`config.mk`:
```
export PLATFORM = sky130hd
export DESIGN_NAME = mvn_queue
export DESIGN_NICKNAME = d
export VERILOG_FILES = /design/src/hdl/mvn_pkg.sv /design/src/hdl/mvn_queue.sv
export SDC_FILE = /design/constraint.sdc
export NUM_CORES = 1
export LEC_CHECK = 0
export ABC_AREA = 1
export BUFFER_PORTS_ARGS = -buffer_cell sky130_fd_sc_hd__buf_2
export CAP_MARGIN = 25
export CORE_ASPECT_RATIO = 0.75
export CORE_MARGIN = 1
export CORE_UTILIZATION = 38
export DETAILED_ROUTE_END_ITERATION = 16
export HOLD_SLACK_MARGIN = 0.12
export PLACE_DENSITY = 0.71
export SLEW_MARGIN = 5
export SYNTH_ARGS = -nofsm -noshare
export SYNTH_HDL_FRONTEND = slang
export SYNTH_SLANG_ARGS = --single-unit
```
`constraint.sdc`:
```
create_clock -name clock -period 2.1 [get_ports clock]
set_input_delay 0.105 -clock clock [delete_from_list [all_inputs] [get_ports clock]]
set_output_delay 0.105 -clock clock [all_outputs]
set_load 0.03 [all_outputs]
```
`src/hdl/mvn_pkg.sv`:
```
package mvn_pkg;
   localparam int MAX_BASIS   = 64;
   localparam int IDX_W       = 6;
   localparam int LEN_W       = 7;
   localparam int OV_AW       = 2 * IDX_W;
   localparam int DATA_W      = 32;
   localparam int ACC_W       = 128;
   localparam int QUEUE_DEPTH = 2;
   localparam int QPTR_W      = $clog2(QUEUE_DEPTH);

   localparam logic FUNC_OVERLAP = 1'b0;
   localparam logic FUNC_PUSH    = 1'b1;

   typedef struct packed {
      logic              ov_we;
      logic [OV_AW-1:0]  ov_addr;
      logic              vec_we;
      logic [IDX_W-1:0]  vec_addr;
      logic [DATA_W-1:0] data;
      logic [IDX_W-1:0]  basis;
   } wr_type;

   typedef struct packed {
      logic [LEN_W-1:0] len;
      logic             bad;
   } run_type;

   function automatic logic [DATA_W-1:0] mag32(input logic [DATA_W-1:0] v);
      return v[DATA_W-1] ? (~v + 1'b1) : v;
   endfunction
endpackage

```
`src/hdl/mvn_queue.sv`:
```
module mvn_queue import mvn_pkg::*; (
   input  logic    clock,
   input  logic    reset,
   input  logic    push,
   input  run_type din,
   input  logic    pop,
   output run_type dout,
   output logic    empty
);
   run_type           mem_ff [QUEUE_DEPTH];
   logic [QPTR_W-1:0] wp_ff, rp_ff;
   logic [QPTR_W:0]   cnt_ff;

   assign empty = (cnt_ff == '0);
   assign dout  = mem_ff[rp_ff];

   always_ff @(posedge clock) begin
      if (push) mem_ff[wp_ff] <= din;
   end

   always_ff @(posedge clock) begin
      if (reset) begin
         wp_ff  <= '0;
         rp_ff  <= '0;
         cnt_ff <= '0;
      end else begin
         if (push) wp_ff <= wp_ff + 1'b1;
         if (pop)  rp_ff <= rp_ff + 1'b1;
         if (push && !pop)      cnt_ff <= cnt_ff + 1'b1;
         else if (pop && !push) cnt_ff <= cnt_ff - 1'b1;
      end
   end
endmodule

```
After elaboration in Yosys (flattened, before gate mapping). Memory sizes are Yosys's and may differ from the RTL's. A register that Yosys moved wholly into a read port is not among the register bits. Index checks and enable logic that the tools add are counted.

Muxes and demuxes: 6. Reduce and logical (&&, ||, !) cells: 6. Add/subtract/negate cells: 4.

Operators by type and width (number): $mux 1 (4); $mux 2 (2); $add 1x1->1 const B (2); $add 2x1->2 const B (1); $logic_and 1x1->1 (2); $logic_not 1->1 (2); $logic_not 2->1 (1); $reduce_bool 2->1 (1); $sub 2x1->2 const B (1).

Output and inout port bits: 9. Logic and storage cells: 20. Bits in registers: 4. Bits in writable memories: 16. Memories kept: 1.

Memory list: mem_ff (depth 2, width 8, rd ports 1, clocked after Yosys merged registers in 1, wr ports 1, RTL line mvn_queue.sv:10) `run_type mem_ff [QUEUE_DEPTH];`.

Longest topological paths before layout.
Depth after elaboration: 4. Mapped depth: 8.

Worst setup path after synthesis. No wires, ideal clock.

Path kind: reg-to-reg. Start: register wp_ff. End: memory mem_ff[0][0] (netlist name), enable pin. Data required time: 1.730 ns. Period minus slack after synthesis: 1.058 ns. Cell stages (with the launch flop): 2. Arrival time: 0.687 ns. Library setup time: 0.370 ns. Path buffers: 0. Slack: 1.042 ns. Cells stage by stage: dfxtp_1 -> nor2_1.

RTL lines: start: declaration (RTL line mvn_queue.sv:11) `logic [QPTR_W-1:0] wp_ff, rp_ff;`; start signal: assignment (RTL line mvn_queue.sv:27) `if (push) wp_ff <= wp_ff + 1'b1;`; end: declaration (RTL line mvn_queue.sv:10).

Straight into the memory's write port.

==> flow_metrics.env <==
export IMPL_outcome="complete, no violations"
export IMPL_start_kind="flip-flop"
export IMPL_p_sw_mw=0.211
export IMPL_skew_ps=2.98
export IMPL_cap_violations=0
export IMPL_synth_main_ff_cell="edfxtp_1"
export IMPL_grt_ovfl_total=0
export IMPL_tns_ps=0
export IMPL_core_um2=2030
export IMPL_die_area_um2=2400
export IMPL_slowest_stage="dfxtp_1"
export IMPL_drive_above_1_share_pct=35.9
export IMPL_critPathArrivalTime_ps=1460
export IMPL_fin_crit_sh_pct=74.7
export IMPL_synth_top_cell_by_area="edfxtp_1"
export IMPL_vias=521
export IMPL_clock_sinks=21
export IMPL_post_drt_wl_per_cell_um=11.6
export IMPL_port_buffers=20
export IMPL_grt_setup_unrepaired="no"
export IMPL_synth_area_leaders="edfxtp_1, mux2_4, dfxtp_1"
export IMPL_syn_area_per_cell_um2=14.7
export IMPL_die_y_um=42.6
export IMPL_yosysMostFrequentCell="edfxtp_1"
export IMPL_ys_seq_area_share_pct=69.4
export IMPL_p_leak_nw=0.481
export IMPL_drt_vias_per_instance=4.49
export IMPL_grt_pass1_wl_mm=2.16
export IMPL_grt_pass1_vias=511
export IMPL_ioPinCount=21
export IMPL_syn_inst=57
export IMPL_drtIter0Drc=11
export IMPL_clock_root_buffer="clkbuf_4"
export IMPL_swShare_pct=25.3
export IMPL_critical_path_max_fanout=8
export IMPL_hold_path_class="flip-flop to flip-flop"
export IMPL_synth_seq_cells=21
export IMPL_fin_util_pct=54.2
export IMPL_firstDrtPassIters=4
export IMPL_cellPowerDensity_nw_per_um2=756
export IMPL_cp_end_kind="primary output"
export IMPL_slew_headroom_pct=55.3
export IMPL_intPower_mw=0.623
export IMPL_ir_worst_vdd_v=0.000386
export IMPL_path_cells="mux2_4 -> buf_2"
export IMPL_max_freq_mhz=637
export IMPL_syn_area_um2=837
export IMPL_min_period_ps=1570
export IMPL_globalplace_congestion=0.613
export IMPL_ant_nets=0
export IMPL_clkTransAtPathRegs_ps=110
export IMPL_numCtsBuffers=3
export IMPL_comb_power_share_pct=18.7
export IMPL_chipWidth_um=56.2
export IMPL_ys_warn_count=0
export IMPL_criticalPathCategory="flip-flop to primary output"
export IMPL_cp_slowest_stage_delay_ps=650
export IMPL_clk_latency_ps=290
export IMPL_yosys_top_cells_count="edfxtp_1, inv_1, mux2_4"
export IMPL_synthesis_nets=70
export IMPL_post_cts_buffers=0
export IMPL_num_rows=14
export IMPL_syn_to_final_growth_pct=31.7
export IMPL_power_total_mw=0.834
export IMPL_yosysTopAreaCellShare_pct=57.4
export IMPL_cts_buffer_depth=2
export IMPL_grt_start_max_net_pins=12
export IMPL_synth_edf_count=16
export IMPL_p_clk_share_pct=22.1
export IMPL_drt_wl_total_mm=1.35
export IMPL_drv_slew=0
export IMPL_critPathRequiredTime_ps=2000
export IMPL_drc=0
export IMPL_h_tree_depth=1
export IMPL_detailedPlacementHpwl_um=958
export IMPL_start_util_pct=41.2
export IMPL_diodes=0
export IMPL_setup_violations=0
export IMPL_antenna_found_initial=0
export IMPL_grt_usage_pct=12.8
export IMPL_power_frac_seq_pct=59.2
export IMPL_finalHoldViolations=0
export IMPL_cts_tree="built"
export IMPL_fin_nets=106
export IMPL_synth_async_sr_flop_share_pct=0
export IMPL_ys_types=16
export IMPL_tightest_slew_ps=668
export IMPL_timing_hold_ws_ps=513
## cell type report
class / instances / area, µm²
clock buffers: 4 / 26.3
well taps: 24 / 30.0
repair buffers: 32 / 220
inverters: 9 / 33.8
multi-input cells: 26 / 211
fillers: 181 / 930
flip-flops and latches: 21 / 581
## metrics by stage
step | std cells | cell area (µm²) | setup WS, ps
after floorplan | 57 | 837 | 1040
after global placement | 100 | 956 | 861
after detailed placement | 100 | 956 | 849
after CTS | 116 | 1100 | 509
after global routing | 116 | 1100 | 451
final | 116 | 1100 | 531
## state kept, by name (all words and copies together), names as in the netlist, named ones only
| register | count |
|---|---|
| rp_ff | 1 |
| cnt_ff | 2 |
| mem_ff | 16 |
| wp_ff | 1 |
## worst max-delay path: cells and delay by family, from the launching register on
kind     cells  cell delay, ps
buf+inv      1             180
mux          1             340
flops        1             650
## final timing paths
check,startpoint,to,slack (ps),cells after the start
min reg2reg,cnt_ff[0],cnt_ff[0],510,2
max reg2reg,wp_ff,mem_ff[0][0],870,1
max,flip-flop,dout[4],530,2
min,cnt_ff[0],cnt_ff[0],510,2
## power by group through the flow
stage          clock (mW)  combinational [mW]  sequential, mW
2_1_floorplan           0               0.112           0.492
3_3_place_gp            0               0.135           0.501
3_5_place_dp            0               0.139           0.503
4_1_cts             0.191               0.158           0.494
5_1_grt             0.211               0.169           0.496
6_report            0.184               0.156           0.493
## metal layers
metal	vias to the layer above	global-route usage, %	wire, µm
met5	-	0	0
met2	14	22.6	644
met3	4	4.01	66
met1	240	13.4	608
li1	263	-	-
met4	0	7.32	26
## placed cells by master (no fill, tap or decap)
master	synthesis	layout
nand2_2	1	1
mux2_4	8	8
nor3_1	1	1
buf_2	0	20
xnor2_1	1	1
inv_2	1	1
ha_1	1	1
dfxtp_1	5	5
nand3_1	1	1
dlygate4sd3_1	0	12
a21oi_1	1	1
edfxtp_1	16	16
nor2_1	6	6
nand2_1	4	4
clkbuf_1	0	1
clkbuf_4	0	3
inv_1	8	8
nand4_1	1	1
o21ai_0	1	1
## what timing repair did
action	4_1_cts	5_1_grt
gates resized for setup	0	0
hold buffers	12	0
endpoints found under the setup margin	0	0
endpoints found under the hold margin	21	0
## cells by family after synthesis
family,count (synthesis),synth area share (%)
AO/OA/AOI/OAI,2,1.19
multiplexers,8,14.4
buffers and inverters,10,5.38
AND/OR/NAND/NOR,14,7.17
adder cells (fa/ha/maj),1,1.49
XOR/XNOR,1,1.05
flip-flops,21,69.4
No activity file was read; power rests on OpenSTA's default activity.
