## src/hdl/mvn_pkg.sv

```systemverilog
package mvn_pkg;
   localparam int MAX_BASIS   = 64;
   localparam int IDX_W       = 6;
   localparam int LEN_W       = 7;
   localparam int OV_AW       = 2 * IDX_W;
   localparam int DATA_W      = 32;
   localparam int ACC_W       = 128;
   localparam int QUEUE_DEPTH = 2;
   localparam int QPTR_W      = $clog2(QUEUE_DEPTH);

   localparam logic FUNC_OVERLAP = 1'b0;
   localparam logic FUNC_PUSH    = 1'b1;

   typedef struct packed {
      logic              ov_we;
      logic [OV_AW-1:0]  ov_addr;
      logic              vec_we;
      logic [IDX_W-1:0]  vec_addr;
      logic [DATA_W-1:0] data;
      logic [IDX_W-1:0]  basis;
   } wr_type;

   typedef struct packed {
      logic [LEN_W-1:0] len;
      logic             bad;
   } run_type;

   function automatic logic [DATA_W-1:0] mag32(input logic [DATA_W-1:0] v);
      return v[DATA_W-1] ? (~v + 1'b1) : v;
   endfunction
endpackage

```

## src/hdl/mvn_front.sv

```systemverilog
module mvn_front import mvn_pkg::*; (
   input  logic              clock,
   input  logic              reset,
   input  logic              start,
   input  logic              busy,
   input  logic              req_func,
   input  logic [IDX_W-1:0]  req_row_index,
   input  logic [IDX_W-1:0]  req_col_index,
   input  logic [DATA_W-1:0] req_value,
   input  logic              req_last,
   output wr_type            wr,
   output logic              push,
   output run_type           run
);
   logic [LEN_W-1:0] len_ff, len_in;
   logic             bad_ff, bad_in;
   logic             accept, room, row_ok, col_ok;

   always_comb begin
      accept = start && !busy;
      room   = len_ff < LEN_W'(MAX_BASIS);
      row_ok = {1'b0, req_row_index} < LEN_W'(MAX_BASIS);
      col_ok = {1'b0, req_col_index} < LEN_W'(MAX_BASIS);
      wr.ov_we    = accept && (req_func == FUNC_OVERLAP) && row_ok && col_ok;
      wr.ov_addr  = {req_row_index, req_col_index};
      wr.vec_we   = accept && (req_func == FUNC_PUSH) && room;
      wr.vec_addr = len_ff[IDX_W-1:0];
      wr.data     = req_value;
      wr.basis    = req_row_index;
      len_in = len_ff;
      bad_in = bad_ff;
      if (wr.vec_we) begin
         len_in = len_ff + 1'b1;
         if (!row_ok) bad_in = 1'b1;
      end
      push    = accept && (req_func == FUNC_PUSH) && req_last;
      run.len = len_in;
      run.bad = bad_in;
      if (push) begin
         len_in = '0;
         bad_in = 1'b0;
      end
   end

   always_ff @(posedge clock) begin
      if (reset) begin
         len_ff <= '0;
         bad_ff <= 1'b0;
      end else begin
         len_ff <= len_in;
         bad_ff <= bad_in;
      end
   end
endmodule

```

## config.mk

```make
export PLATFORM = sky130hd
export DESIGN_NAME = mvn_front
export DESIGN_NICKNAME = d
export VERILOG_FILES = /design/src/hdl/mvn_pkg.sv /design/src/hdl/mvn_front.sv
export SDC_FILE = /design/constraint.sdc
export NUM_CORES = 1
export LEC_CHECK = 0
export ABC_AREA = 1
export BUFFER_PORTS_ARGS = -buffer_cell sky130_fd_sc_hd__buf_2
export CORE_ASPECT_RATIO = 1.75
export CORE_UTILIZATION = 28
export DETAILED_ROUTE_END_ITERATION = 6
export HOLD_SLACK_MARGIN = 0.05
export PLACE_DENSITY = 0.76
export SKIP_LAST_GASP = 1
export SLEW_MARGIN = 20
export SYNTH_ARGS = -nofsm -noshare
export SYNTH_HDL_FRONTEND = slang
export SYNTH_SLANG_ARGS = --single-unit
```

## constraint.sdc

```tcl
create_clock -name clock -period 1.1 [get_ports clock]
set_clock_uncertainty 0.15 [all_clocks]
set_input_delay 0.165 -clock clock [delete_from_list [all_inputs] [get_ports clock]]
set_output_delay 0.165 -clock clock [all_outputs]
set_load 0.005 [all_outputs]
```

### Yosys cells after proc, flatten, opt, wreduce, memory -nomap -nowiden

Index checks and enable logic that the tools add are counted.

* bits in registers: 7
* bits in latches: 0
* RAM bits: 0
* memory bits (read-only): 0
* memories kept: 0

* add/sub/neg operators: 1
* $mul: 0
* divide/modulo/power cells: 0
* magnitude comparators: 1
* eq/ne operators: 0
* shifts and indexed selects: 0
* muxes and demuxes: 1
* bitwise logic cells: 1
* reduce and logical (&&, ||, !) cells: 7

Operators with widths (count)
* adder 7 x 1 -> 7 bit, second input constant: 1
* < comparator 7 bit, second input constant: 1
* 2-to-1 mux 7 bit: 1
* logical AND 1 bit: 5
* OR reduction 2 bit: 1
* logical NOT 1 bit: 1
* NOT 1 bit: 1

### Longest topological paths before layout

Gate-level depths: netlist of the first run.

* word-level depth: 5
* mapped depth: 7

### Least setup slack after synthesis of the first run

OpenSTA, ideal clock, no wires.

* kind: flip-flop to output port
* start point: register len_ff[0]
* end point: output port run[3] in the netlist's numbering
* arrival time: 0.955 ns
* data required time: 0.785 ns
* path slack: -0.170 ns
* stages on the path, launching flop included: 5
* path buffers: 0
* cell sequence: dfxtp_1 ha_1 nor2_1 o21ai_0 nand2_1

RTL lines
* start: declaration: RTL line mvn_front.sv:15 `logic [LEN_W-1:0] len_ff, len_in;`
* start signal: assignment: RTL line mvn_front.sv:50 `len_ff <= len_in;`
* end: declaration: RTL line mvn_front.sv:13 `output run_type run`

==> summary.log, run 1 <==
qor: outcome.status finished, violations left
qor: outcome.violated_checks DRC, setup timing
qor: timing.final_hold_violations 0
qor: placement.io_buffers 21
qor: grt.largest_net_degree_at_the_start_of_global_routing 9
qor: run.drv_cap 0
qor: placement.dp_cells 136
qor: synthesis.synth_enable_flop_cells 0
qor: worst_setup_path.worstSetupEndpointType output port
qor: worst_setup_path.timing.critical_path.from len_ff[1]
qor: placement.dpl_cell_area 743 um^2
qor: placement.preCtsSetupSlack -303 ps
qor: grt.grt_first_pass_wirelength 2.68 mm
qor: timing.final.period_utilization 138%
qor: floorplanning.initial_utilization 29.8%
qor: worst_setup_path.ff2ff_path_depth 8
qor: synthesis.ys_warn_count 0
qor: clocking.path_clk_slew 40 ps
qor: worst_setup_path.buffers_plus_inverters_on_the_worst_setup_path 2
qor: route.drt-wirelength-per-cell 12.9 um
qor: route.vias_per_cell 4.61
qor: synthesis.synth_flop_cell sky130_fd_sc_hd__dfxtp_1
qor: layout.layout-area-overhead-vs-synth 9.46%
qor: floorplanning.die_height 75.9 um
qor: layout.largest_registers len_ff x7
qor: route.totalWireLength 1.94 mm
qor: route.drtPass1Iterations 6
qor: worst_setup_path.rr_endpoint len_ff[4]
qor: synthesis.synth_cells 128
qor: grt.overflow 0
qor: clocking.cts.sink_count 7
qor: clocking.max-clock-path-buffers 2
qor: layout.post_route_core_utilization 32.6%
qor: route.routed-via-count 692
qor: floorplanning.dieWidth 44.2 um
qor: synthesis.yosys_register_bits 7
qor: worst_setup_path.reg2reg_setup_slack -200 ps
qor: worst_setup_path.critPathMaxStageDelay 350 ps
qor: layout.fillers 307
qor: layout.antenna-diode-count 0
qor: clocking.numCtsBuffers 3
qor: grt.number_of_global_route_vias_before_repair 650
qor: worst_setup_path.timing.rr.start len_ff[1]
qor: timing.setup_ws_post_layout -415 ps
qor: layout.post_route_cells_drive_above_1_share 62.3%
qor: worst_setup_path.worst_path_max_delay_cell sky130_fd_sc_hd__dfxtp_4
qor: clocking.clk-insertion-delay-late 230 ps
qor: clocking.htree_num_levels 1
qor: layout.layout.cell_area.non_filler 956 um^2
qor: layout.fin_nets 174
qor: synthesis.ys_async_sr_fraction 0%
qor: layout.register_area 159 um^2
qor: floorplanning.floorplan.rows 26
qor: placement.hpwlAfterDp 1.40 mm
qor: clocking.tritoncts_clock_tree built
qor: pwr.vdd_drop_max 0.702 mV
qor: grt.initial_antenna_violation_count 0
qor: floorplanning.boundaryPins 117
qor: placement.place_congestion 0.822
qor: pwr.total_leakage_power 0.000500 uW
qor: clocking.clockRootBuffer sky130_fd_sc_hd__clkbuf_8
qor: synthesis.netlist_top_cells_area sky130_fd_sc_hd__buf_4 49%, sky130_fd_sc_hd__dfxtp_1 16%, sky130_fd_sc_hd__nand2_1 9.9%
qor: route.detail_route.drc_violations 7
qor: worst_setup_path.critical_path.cell_chain ha_4 > inv_2 > nor2_1 > o21ai_1 > nand2_1 > buf_2
qor: layout.stdcell_count 150
qor: grt.globalRouteTotalUtil 10.9%
qor: route.remaining_antenna_violation_count 0
qor: floorplanning.floorplan.core_area 2930 um^2
qor: timing.maxClockFrequency 660 MHz
qor: worst_setup_path.timing.setup.critical_path_class reg2out
qor: synthesis.synthDominantCellAreaShare 49.0%
qor: worst_setup_path.timing.critical_path.to run[3]
qor: pwr.power.density_cell_area 755 nW/um^2
qor: timing.final.min_clock_period 1520 ps
qor: synthesis.synthesis.area_per_instance 6.82 um^2
qor: synthesis.synth_top_cell_by_area sky130_fd_sc_hd__buf_4
qor: synthesis.mappedNetlistNets 179
qor: worst_setup_path.worst_setup_path_start_kind register
qor: route.detailed_route_iter0_violations 14
qor: worst_setup_path.crit_arrival 1200 ps
qor: timing.report.final.setup_viol 18
qor: worst_setup_path.timing.critical_path.required 780 ps
qor: layout.largest_reg_flops 7
qor: layout.registers.top_by_ff_count len_ff
qor: synthesis.mappedNetlistArea 873 um^2
qor: floorplanning.fp.dieArea 3360 um^2
qor: worst_setup_path.crit_family flip-flops
qor: timing.max_slew_violation_count 0
qor: worst_hold_path.worst_hold_path_type in2reg
qor: worst_setup_path.maximum_fanout_count_along_the_critical_path 5
qor: layout.multiInputGateArea 293 um^2
qor: timing.unrepaired_setup_endpoints_after_global_routing true
qor: synthesis.synth_seq_area_share 16.0%
qor: clocking.holdBufCountCts 0
qor: synthesis.yosysUniqueCellTypes 16
qor: worst_setup_path.path_depth 6
[placed cells by master, fill, tap and decap left out, drive strengths merged]
cell type  synthesis  routed
a21oi              4       4
nand2             23      23
dfxtp              7       7
nand4              3       3
xor2               1       1
o21ai              3       3
nand3              5       5
ha                 1       1
nor2               9       9
conb               1       1
inv               13      13
clkbuf             0       4
buf               58      48
[metrics by stage]
| stage | hold slack (ps) | power (uW) | setup TNS [ps] |
|---|---|---|---|
| 6_report | 127 | 722 | -3960 |
| 5_1_grt | 177 | 756 | -4910 |
| 4_1_cts | 110 | 726 | -3740 |
| 3_5_place_dp | 180 | 339 | -2690 |
| 3_3_place_gp | 180 | 338 | -2340 |
| 2_1_floorplan | 211 | 446 | -20.4 |
[metal layers]
| metal | part of all wire [%] | track usage (%) | wire, um |
|---|---|---|---|
| met5 | 0 | 0 | 0 |
| met4 | 11 | 18.2 | 215 |
| met3 | 10 | 1.66 | 202 |
| met2 | 51 | 18.6 | 989 |
| met1 | 27 | 7.57 | 532 |
[power breakdown]
group          internal [uW]  switching (uW)
logic                   52.0            47.1
registers                249            3.48
clock network            251             119
[worst register-to-register path, stage by stage, from the launching register on]
cell	delay (ps)
sky130_fd_sc_hd__dfxtp_4	350
sky130_fd_sc_hd__ha_4	180
sky130_fd_sc_hd__nand3_2	50
sky130_fd_sc_hd__nand2_1	50
sky130_fd_sc_hd__nand2_1	50
sky130_fd_sc_hd__nand2_1	60
sky130_fd_sc_hd__buf_4	130
sky130_fd_sc_hd__buf_4	120
sky130_fd_sc_hd__a21oi_2	90
[cells in the mapped netlist (2+ instances only)]
library cell / n
sky130_fd_sc_hd__a21oi_1: 4
sky130_fd_sc_hd__buf_4: 57
sky130_fd_sc_hd__dfxtp_1: 7
sky130_fd_sc_hd__inv_1: 13
sky130_fd_sc_hd__nand2_1: 23
sky130_fd_sc_hd__nand3_1: 4
sky130_fd_sc_hd__nand4_1: 3
sky130_fd_sc_hd__nor2_1: 8
sky130_fd_sc_hd__o21ai_2: 2
[worst min path at each step]
| stage | startpoint | end | slack (ps) | depth (start not counted) |
|---|---|---|---|---|
| 2_1_floorplan | req_func | wr[57] | 210 | 1 |
| 3_5_place_dp | req_value[4] | wr[10] | 180 | 0 |
| 6_report | reset | len_ff[6] | 130 | 6 |
| 3_3_place_gp | req_value[4] | wr[10] | 180 | 0 |
| 4_1_cts | reset | len_ff[6] | 110 | 6 |
| 5_1_grt | reset | len_ff[6] | 180 | 6 |
[area by class of cell]
| cell class | count | area share (%) |
|---|---|---|
| flip-flops and latches | 7 | 16.6 |
| inverters | 13 | 5.10 |
| well taps | 28 | 3.66 |
| repair buffers | 48 | 39.3 |
| clock buffers | 4 | 4.71 |
| multi-input cells | 50 | 30.6 |
[what timing repair did]
item	CTS	global route
pin swaps	11	13
gates resized for setup	19	8
endpoints found under the setup margin	21	20
setup buffers	9	7
[kinds of logic after synthesis]
kind of cell	count (synthesis)	synth area share, %
compound gates	7	4.87
xor+xnor	1	1.00
fa+ha+maj	1	1.43
buf+inv	71	55.2
flops	7	16.0
other cells	1	0.429
simple gates	40	21.1
Power figures use the tool's default switching activity.
==> run 2, diff against run 1 <==
- CORE_UTILIZATION: 28 -> 31
- PLACE_DENSITY: 0.76 -> 0.8
- clock period: 1.1 -> 1.6 ns (I/O delays scaled with it)
==> run 2 against run 1 <==
Effect of this change:
- the run ends with setup timing left
- final area down 23%
- first-iteration DRC count down 79%
- die area down 9.3%
- highest routed layer unchanged
- count of clock-buffer cells in the layout unchanged
- core utilization down 5.1 points
==> summary.log, run 2 (synthesis results as in run 1) <==
qor: layout.stdcell_count 133
qor: floorplanning.floorplan.rows 25
qor: layout.largest_reg_flops 7
qor: worst_setup_path.critical_path.cell_chain inv_2 > nand4_1 > xor2_1 > inv_1 > buf_2
qor: grt.grt_first_pass_wirelength 2.41 mm
qor: clocking.htree_num_levels 1
qor: floorplanning.boundaryPins 117
qor: layout.post_route_core_utilization 27.5%
qor: floorplanning.die_height 72.2 um
qor: clocking.numCtsBuffers 3
qor: timing.report.final.setup_viol 4
qor: placement.hpwlAfterDp 1.29 mm
qor: worst_setup_path.timing.setup.critical_path_class reg2out
qor: grt.number_of_global_route_vias_before_repair 559
qor: timing.final.period_utilization 103%
qor: clocking.max-clock-path-buffers 2
qor: clocking.clk-insertion-delay-late 220 ps
qor: layout.post_route_cells_drive_above_1_share 48.1%
qor: grt.globalRouteTotalUtil 10.5%
qor: outcome.violated_checks setup timing
qor: floorplanning.initial_utilization 32.5%
qor: clocking.path_clk_slew 40 ps
qor: outcome.status finished, violations left
qor: layout.mostFrequentLayoutCell sky130_fd_sc_hd__nand2_1
qor: timing.unrepaired_setup_endpoints_after_global_routing true
qor: worst_setup_path.worst_setup_path_start_kind register
qor: pwr.vdd_drop_max 0.341 mV
qor: worst_setup_path.worstSetupEndpointType output port
qor: timing.setup_ws_post_layout -50.0 ps
qor: grt.overflow 0
qor: route.drt-wirelength-per-cell 12.6 um
qor: pwr.total_leakage_power 0.000409 uW
qor: run.drv_cap 0
qor: route.totalWireLength 1.68 mm
qor: grt.initial_antenna_violation_count 0
qor: clocking.clockRootBuffer sky130_fd_sc_hd__clkbuf_8
qor: timing.max_slew_violation_count 0
qor: route.detail_route.drc_violations 0
qor: worst_hold_path.worst_hold_path_type in2reg
qor: layout.layout.cell_area.non_filler 741 um^2
qor: route.drtPass1Iterations 3
qor: floorplanning.dieWidth 42.1 um
qor: worst_setup_path.crit_family flip-flops
qor: layout.fin_nets 158
qor: worst_setup_path.critPathMaxStageDelay 320 ps
qor: placement.place_congestion 0.811
qor: floorplanning.floorplan.core_area 2690 um^2
qor: layout.final_cell_mix 22 x sky130_fd_sc_hd__nand2_1, 21 x sky130_fd_sc_hd__buf_2, 12 x sky130_fd_sc_hd__inv_1, 9 x sky130_fd_sc_hd__buf_4, 7 x sky130_fd_sc_hd__nor2_1
qor: clocking.holdBufCountCts 0
qor: timing.maxClockFrequency 606 MHz
qor: placement.io_buffers 21
qor: layout.registers.top_by_ff_count len_ff
qor: clocking.cts.sink_count 7
qor: route.detailed_route_iter0_violations 3
qor: placement.dp_cells 120
qor: worst_setup_path.crit_arrival 1260 ps
qor: placement.dpl_cell_area 594 um^2
qor: route.vias_per_cell 4.47
qor: layout.layout-area-overhead-vs-synth -15.2%
qor: worst_setup_path.timing.critical_path.required 1210 ps
qor: worst_setup_path.maximum_fanout_count_along_the_critical_path 5
qor: clocking.tritoncts_clock_tree built
qor: route.remaining_antenna_violation_count 0
qor: worst_setup_path.worst_path_max_delay_cell sky130_fd_sc_hd__dfxtp_2
qor: grt.largest_net_degree_at_the_start_of_global_routing 10
qor: layout.fillers 304
qor: route.routed-via-count 594
qor: timing.final_hold_violations 0
qor: timing.final.min_clock_period 1650 ps
qor: layout.largest_registers len_ff x7
qor: floorplanning.fp.dieArea 3040 um^2
qor: worst_setup_path.buffers_plus_inverters_on_the_worst_setup_path 3
qor: pwr.power.density_cell_area 661 nW/um^2
qor: layout.antenna-diode-count 0
run 2: changes by cell type in the layout (fill, tap and decap cells not counted), sizes merged:
cell / before / now
buf: 48 / 32
run 2: final timing paths:
path,from,end,slack (ps),depth (start not counted)
max,len_ff[6],run[1],-50,5
min,reset,len_ff[1],210,4
max reg2reg,len_ff[6],len_ff[0],-30,8
min reg2reg,len_ff[3],len_ff[3],380,2
run 2: what timing repair did:
action                     in CTS  in global routing
resized for setup               6                 10
setup endpoints to repair       7                  7
setup buffers                   5                  4
pin swaps                       2                  3
run 2: routing by layer:
metal / vias to the layer above / global-route usage (%) / share of wire [%]
li1: 286 / - / -
met1: 245 / 8.90 / 31
met2: 36 / 16.3 / 44
met3: 27 / 3.98 / 15
met4: 0 / 13.9 / 9.5
met5: - / 0 / 0
run 2: tightest hold or removal path, cell delays in order:
cell	delay [ps]
sky130_fd_sc_hd__buf_2	70
sky130_fd_sc_hd__inv_1	30
sky130_fd_sc_hd__o21ai_2	140
sky130_fd_sc_hd__a21oi_1	50
run 2: final cells by class:
type                       instances  area [um^2]  area share, %
multi-input combinational         50          268           36.1
sequential                         7          150           20.3
timing repair buffer              32          195           26.4
tap                               27         33.8           4.56
clock buffer                       4         45.0           6.08
inverter                          13         48.8           6.59
run 2: through the flow:
| step | setup slack, ps | total power, uW | setup TNS (ps) | hold WS, ps |
|---|---|---|---|---|
| 2_1_floorplan | 255 | 308 | 0 | 313 |
| 3_3_place_gp | 92.2 | 225 | 0 | 330 |
| 3_5_place_dp | 60.9 | 226 | 0 | 330 |
| 4_1_cts | -61.6 | 485 | -145 | 210 |
| 5_1_grt | -122 | 506 | -549 | 253 |
| 6_report | -50.0 | 490 | -90.0 | 211 |
run 2: where the power goes:
part           internal, uW  switching (uW)
logic                  32.8            31.2
clock network           172            76.5
registers               176            1.19
